--- src/hdl/sbb_pkg.sv ---
`default_nettype none
package sbb_pkg;

    localparam int MAX_WIDTH   = 512;
    localparam int MAX_HEIGHT  = 512;
    localparam int MAX_RADIUS  = 8;
    localparam int SAMPLE_BITS = 16;
    localparam int OUT_BITS    = 16;
    localparam int NUM_CH      = 4;

    localparam int RING_ROWS = 2 * MAX_RADIUS + 2;
    localparam int COL_BITS  = $clog2(MAX_WIDTH);
    localparam int SLOT_BITS = $clog2(RING_ROWS);
    localparam int ADDR_BITS = SLOT_BITS + COL_BITS;
    localparam int RAM_DEPTH = RING_ROWS * MAX_WIDTH;
    localparam int WORD_BITS = NUM_CH * SAMPLE_BITS;

    localparam int CFG_BITS       = 10;
    localparam int CFG_INDEX_BITS = 2;
    localparam int EXT_BITS       = 10;
    localparam int RAD_BITS       = 4;
    localparam int WIN_BITS       = $clog2(2 * MAX_RADIUS + 2);
    localparam int N_BITS         = $clog2((2 * MAX_RADIUS + 1) * (2 * MAX_RADIUS + 1) + 1);
    localparam int SUM_BITS       = SAMPLE_BITS + N_BITS;
    localparam int POS_BITS       = EXT_BITS + 3;

    typedef logic [SUM_BITS-1:0]    sum_t;
    typedef logic [SAMPLE_BITS-1:0] sample_t;
    typedef logic [OUT_BITS-1:0]    result_t;

    typedef enum logic [CFG_INDEX_BITS-1:0] {
        CFG_FRAME_WIDTH   = 2'd0,
        CFG_FRAME_HEIGHT  = 2'd1,
        CFG_BLUR_RADIUS   = 2'd2,
        CFG_FOUR_CHANNELS = 2'd3
    } cfg_index_t;

endpackage
`default_nettype wire

--- src/hdl/sbb_div.sv ---
`default_nettype none
module sbb_div import sbb_pkg::*; (
    input  wire logic              aclk,
    input  wire logic              aresetn,
    input  wire logic              start,
    input  wire sum_t              dividend [NUM_CH],
    input  wire logic [N_BITS-1:0] divisor,
    output logic                   done,
    output result_t                quotient [NUM_CH]
);
    localparam int CNT_BITS = $clog2(SUM_BITS);

    logic                busy_reg;
    logic [CNT_BITS-1:0] cnt_reg;
    logic [N_BITS-1:0]   dvs_reg;
    sum_t                dvd_reg [NUM_CH];
    logic [N_BITS-1:0]   rem_reg [NUM_CH];
    logic [N_BITS:0]     shifted [NUM_CH];
    logic                fits    [NUM_CH];

    always_comb begin
        for (int c = 0; c < NUM_CH; c++) begin
            shifted[c] = {rem_reg[c], dvd_reg[c][SUM_BITS-1]};
            fits[c]    = shifted[c] >= {1'b0, dvs_reg};
        end
    end

    always_ff @(posedge aclk) begin
        if (!aresetn) begin
            busy_reg <= 1'b0;
            done     <= 1'b0;
            cnt_reg  <= '0;
        end else begin
            done <= 1'b0;
            if (start) begin
                busy_reg <= 1'b1;
                cnt_reg  <= '0;
            end else if (busy_reg) begin
                cnt_reg <= cnt_reg + 1'b1;
                if (cnt_reg == CNT_BITS'(SUM_BITS - 1)) begin
                    busy_reg <= 1'b0;
                    done     <= 1'b1;
                end
            end
        end
    end

    // restoring division, quotient bits shift in behind the dividend
    always_ff @(posedge aclk) begin
        if (start) begin
            dvs_reg <= divisor;
            for (int c = 0; c < NUM_CH; c++) begin
                dvd_reg[c] <= dividend[c];
                rem_reg[c] <= '0;
            end
        end else if (busy_reg) begin
            for (int c = 0; c < NUM_CH; c++) begin
                dvd_reg[c] <= {dvd_reg[c][SUM_BITS-2:0], fits[c]};
                rem_reg[c] <= fits[c] ? N_BITS'(shifted[c] - {1'b0, dvs_reg})
                                      : shifted[c][N_BITS-1:0];
            end
        end
    end

    always_comb begin
        for (int c = 0; c < NUM_CH; c++) begin
            quotient[c] = dvd_reg[c][OUT_BITS-1:0];
        end
    end
endmodule
`default_nettype wire
--- config.mk ---
export PLATFORM = sky130hd
export DESIGN_NAME = sbb_div
export DESIGN_NICKNAME = d
export VERILOG_FILES = /design/src/hdl/sbb_pkg.sv /design/src/hdl/sbb_div.sv
export SDC_FILE = /design/constraint.sdc
export NUM_CORES = 1
export LEC_CHECK = 0
export ABC_AREA = 1
export BUFFER_PORTS_ARGS = -buffer_cell sky130_fd_sc_hd__buf_2
export CAP_MARGIN = 0
export CORE_MARGIN = 4
export CORE_UTILIZATION = 56
export DETAILED_ROUTE_END_ITERATION = 10
export GPL_TIMING_DRIVEN = 0
export PLACE_DENSITY_LB_ADDON = 0.15
export SLEW_MARGIN = 0
export SYNTH_ARGS = -nofsm -noshare
export SYNTH_HDL_FRONTEND = slang
export SYNTH_SLANG_ARGS = --single-unit
--- constraint.sdc ---
create_clock -name aclk -period 4.3 [get_ports aclk]
set_clock_uncertainty 0.05 [all_clocks]
set_input_delay 0.43 -clock aclk [delete_from_list [all_inputs] [get_ports aclk]]
set_output_delay 0.43 -clock aclk [all_outputs]
set_load 0.05 [all_outputs]
==> out/metrics.cfg, run 1 <==
[floorplanning]
dieArea_um2=18290
core_area_um2=15890
die_h_um=135.2
fp-row-count=46
die_w_um=135.2
initial_core_util=0.5707
io_pins=177

[timing]
maxSlewViolCount=0
rsz0062_at_grt=false
worstMarginPinSlew_ns=0.7302
clock.fmax_mhz=409.8
hold_violations=0
fin_tns_setup_ns=0
slew-limit-headroom=0.5132
whs_ns=0.1260
setup_viol=0
fin_crit_ns=2.440
fin_crit_sh=0.5675

[finish]
drive_above_1_share=0.2542
fin_util=0.6857
layout_commonest_cell=nand2_1
areaGrowthSynthToFinish_pct=20.15
num-nets-final=1443
largest_reg_flops=100
antenna_cells=0
instances_no_fill=1518
layout_common_cells=478 x nand2_1, 192 x buf_2, 145 x edfxtp_1, 104 x inv_1, 91 x nor2_1

[synth]
yosysWarnings=0
yosysTopAreaCell=edfxtp_1
yosysSeqAreaShare=0.4957
synth_enable_flop_cells=145
synth_ff_type=edfxtp_1
synth-seq-cells=152
synth_top_area_frac=0.4803
synthArstFlopShare=0
netlist_area_um2=9066
yosys-top-cells-area=edfxtp_1 48%, nand2_1 20%, buf_4 5.4%
syn_nets=1246
syn_area_per_cell_um2=8.302
syn_inst=1092
synth_cell_types=37

[setup_path]
criticalPathCategory=reg -> reg
path_common_cell=nand2_1
worstPathRequired_ns=4.43
slowest_stage=edfxtp_1
cp-end-kind=flop
critPathArrivalTime_ns=2.57
start_kind=flop
path_max_fanout=10
max_stage_delay_ns=0.54
path_cells=ha_1 > inv_1 > fa_1 > nand2_1 > nand2_1 > nand3_1 > nand2_1 > nand2_1 > nand2_4 > buf_12 > o21ai_2 > nor2_2

[clock_network]
clock_latency_ns=0.42
cts-htree-levels=4
cts.clk_slew.worst_paths_ns=0.06
cts_setup_buffers=0
ctsResizeCount=0
cts_tree=yes
cts.sinks=152
postCtsHoldBufs=0
clock_path_buffers=2
cts-buffers-inserted=17
clockRootBuffer=clkbuf_16

[routing]
viasPerCell=4.812
first_pass_iters=5
drtIter0Drc=431
drt-total-wl_um=19930
drc=0
via_count=7304
ant_nets=0
wl_per_cell_um=13.13

[run_status]
status=complete, no violations

[grt]
grt_max_degree=68
grt_pass1_wl_um=32390
antenna_found_initial=0
grt_pass1_vias=6912
grt_usage=0.2220
grt_overflow=0

[placed_design]
dp.cells=1486
gp_congestion=0.9078
hpwl_um=14370
portBuffers=176

[min_path]
min-delay-path-class=in -> reg

[power]
power_density_nw_per_um2=421.2
ir_drop_v=0.0003161
p_leak_nw=5.636

[run]
cap_viol_max_count=0

## power by group
part           leakage (nW)  switching (mW)  internal (mW)
sequential             1.55          0.0715           1.79
combinational          3.79           0.745          0.405
clock                 0.297           0.649          0.927
total                  5.64            1.46           3.12
## layer usage
metal | vias to the layer above | track usage | share of wire
li1 | 3793 | - | -
met1 | 3287 | 0.3035 | 0.46
met2 | 194 | 0.3482 | 0.46
met3 | 30 | 0.06464 | 0.070
met4 | 0 | 0.06215 | 0.017
met5 | - | 0 | 0
## cell families after synthesis
kind of cell	share of synthesized area
compound gates	0.02774
xor+xnor	0.01256
fa+ha+maj	0.06128
buf+inv	0.1162
flops	0.4957
simple gates	0.2865
## layout make-up
class / count / area [um^2]
Fill cell: 1328 / 4992
Timing Repair Buffer: 178 / 935.9
Clock buffer: 17 / 425.4
Clock inverter: 15 / 187.7
Sequential cell: 152 / 4494
Buffer: 92 / 640.6
Tap cell: 216 / 270.3
Inverter: 110 / 412.9
Multi-Input combinational cell: 738 / 3526
## final timing paths
check                          startpoint                     endpoint  slack (ns)  depth (start not counted)
setup / recovery     dvs_reg[0]$_DFFE_PP_  rem_reg[2][1]$_SDFFCE_PN0P_        1.86                         12
hold / removal                 divisor[3]         dvs_reg[3]$_DFFE_PP_        0.13                          1
setup reg to reg     dvs_reg[0]$_DFFE_PP_  rem_reg[2][1]$_SDFFCE_PN0P_        1.86                         12
hold reg to reg   cnt_reg[4]$_SDFFE_PP0P_      cnt_reg[4]$_SDFFE_PP0P_        0.46                          1
## synthesized netlist by cell type, types with 6 or more instances
master and number:
nand2_1 479, edfxtp_1 145, inv_1 104, nor2_1 91, buf_4 65, ha_1 38, nand3_1 35, buf_2 16
a21oi_1 14, nor2_2 14, o21bai_1 10, xor2_1 9, clkbuf_1 7, dfxtp_1 7, inv_2 6
## metrics by stage
stage	total power, mW	worst slack [ns]	cell area (um^2)
floorplan	2.772	0.3628	9066
global placement	3.030	-1.385	10220
detailed placement	3.038	1.882	10280
CTS	4.611	1.843	10890
global route	4.832	1.716	10890
finish	4.588	1.860	10890
## worst max-delay path, delay by kind of cell (launching register included)
family	cells	cell delay (ns)
adder cells (fa/ha/maj)	2	0.60
flip-flops	1	0.54
buffers and inverters	2	0.22
AO/OA/AOI/OAI	1	0.13
AND/OR/NAND/NOR	7	0.63
Note: power is estimated with default switching activity, not from simulation.
==> run 2: changes to the inputs <==
- clock period: 4.3 -> 2.3 ns (I/O delays scaled with it)
==> run 2 against run 1 <==
Against the previous run:
- fmax increased by 9.6%
- global-route usage increased by 0.44 points
- critical path depth increased by 1
- critical path type unchanged
- largest cell class unchanged
==> out/metrics.cfg, run 2 (synthesis gave the netlist of run 1 again) <==
[routing]
drtIter0Drc=438
wl_per_cell_um=13.55
first_pass_iters=5
via_count=7492
drt-total-wl_um=20810
ant_nets=0
viasPerCell=4.878
drc=0

[timing]
fin_crit_sh=0.9685
slew-limit-headroom=0.4723
rsz0062_at_grt=true
worst_slack_ns=0.07251
maxSlewViolCount=0
hold_violations=0
clock.fmax_mhz=448.9
worstMarginPinSlew_ns=0.7915
fin_crit_ns=2.227
setup_viol=0

[clock_network]
cts-buffers-inserted=17
cts_tree=yes
cts-htree-levels=4
clock_path_buffers=2
clock_latency_ns=0.42
cts.sinks=152
clockRootBuffer=clkbuf_16
cts.clk_slew.worst_paths_ns=0.07

[finish]
layout_common_cells=464 x nand2_1, 192 x buf_2, 145 x edfxtp_1, 99 x inv_1, 89 x nor2_1
fin_util=0.7055
fin_area_um2=11210
areaGrowthSynthToFinish_pct=23.61
fill_cells=1271
instances_no_fill=1536
largest_reg_flops=100
num-nets-final=1462
layout_commonest_cell=nand2_1
drive_above_1_share=0.2805

[setup_path]
crit_buf_inv=4
rr_startpoint=dvs_reg[0]$_DFFE_PP_
path_common_cell=nand2_2
max_stage_delay_ns=0.41
path_max_fanout=6
worstPathRequired_ns=2.40
cp-end-kind=flop
path_cells=buf_12 > ha_4 > inv_2 > fa_2 > nand2_2 > nand2_2 > nand3_2 > nand2_2 > nand2_4 > nand2_8 > clkinvlp_4 > buf_4 > o21ai_1
slowest_stage=fa_2
criticalPathCategory=reg -> reg
cp_num_cells=13
crit_family=adder cells
setup.worst_path.start=dvs_reg[0]$_DFFE_PP_
critPathArrivalTime_ns=2.33
start_kind=flop
ff2ff_path_depth=13

[grt]
grt_pass1_vias=7119
grt_overflow=0
grt_usage=0.2264
grt_max_degree=108
antenna_found_initial=0
grt_pass1_wl_um=32960

[min_path]
min_from=dividend[87]
holdPathStages=3
min-delay-path-class=in -> reg

[floorplanning]
dieArea_um2=18290
io_pins=177
die_h_um=135.2
fp-row-count=46
die_w_um=135.2
initial_core_util=0.5707
core_area_um2=15890

[power]
ir_drop_v=0.0005683
p_leak_nw=5.703
power_density_nw_per_um2=758.9
total_power_mw=8.505

[placed_design]
dp.cells=1485
hpwl_um=14360
gp_congestion=0.9112
dp_slack_ns=-0.1485
postPlaceCellArea_um2=10260
portBuffers=176

[run_status]
status=complete, no violations

[run]
cap_viol_max_count=0

-- run 2: cell types whose count changed in the layout (fill, tap and decap cells not counted), moves of 5 or more --
cell	previous run	this run
nand2_1	478	464
nand2_2	4	16
dlygate4sd3_1	0	10
buf_4	65	70
inv_1	104	99
inv_6	6	1
-- run 2: timing repair --
| action | CTS | global route |
|---|---|---|
| resized for setup | 4 | 43 |
| pin swaps | 0 | 6 |
| cloned | 0 | 2 |
| hold endpoints to repair | 10 | 0 |
| hold buffers | 10 | 0 |
| endpoints found under the setup margin | 26 | 39 |
| buffers inserted | 3 | 5 |
-- run 2: final cells by class --
| cell class | instances | area (um^2) | area share |
|---|---|---|---|
| diodes | 1 | 2.502 | 0.0002233 |
| flip-flops and latches | 152 | 4494 | 0.4010 |
| multi-input cells | 738 | 3690 | 0.3292 |
| clock buffers | 19 | 432.9 | 0.03863 |
| repair buffers | 197 | 1125 | 0.1004 |
| plain buffers | 92 | 644.4 | 0.05750 |
| well taps | 216 | 270.3 | 0.02412 |
| inverters | 110 | 420.4 | 0.03751 |
| clock inverters | 11 | 127.6 | 0.01139 |
-- run 2: power breakdown --
part           total (mW)  leakage, nW  internal [mW]  switching [mW]
sequential           3.49         1.55           3.35           0.136
combinational        2.32         3.89          0.849            1.47
clock                2.70        0.265           1.59            1.11
total                8.51         5.70           5.79            2.72
-- run 2: path summary, 6_finish.rpt --
| path | endpoint | slack (ns) |
|---|---|---|
| worst min register to register | cnt_reg[4]$_SDFFE_PP0P_ | 0.45 |
| worst max-delay path | dvd_reg[1][0]$_DFFE_PP_ | 0.07 |
| worst min-delay path | dvd_reg[0][12]$_DFFE_PP_ | 0.02 |
| worst max register to register | dvd_reg[1][0]$_DFFE_PP_ | 0.07 |
-- run 2: metal layers --
layer  vias to the layer above  wire length [um]  share of wire  global-route usage
li1                       3829                 -              -                   -
met1                      3401              9127           0.44              0.2998
met2                       227              9823           0.47              0.3667
met3                        35              1434          0.069             0.05349
met4                         0               425          0.020             0.08119
met5                         -                 0              0                   0
-- run 2: stage by stage --
step / hold WS, ns / TNS (ns)
after global placement: 0.3571 / -29.18
final: 0.01682 / 0
after global routing: 0.01291 / -0.08534
after floorplan: 0.2789 / 0
after CTS: 0.0006559 / -0.002852
after detailed placement: 0.3587 / -2.135
-- run 2: worst min-delay path: stages --
cell	delay [ns]
buf_2	0.07
nand2_1	0.04
nand2_1	0.04
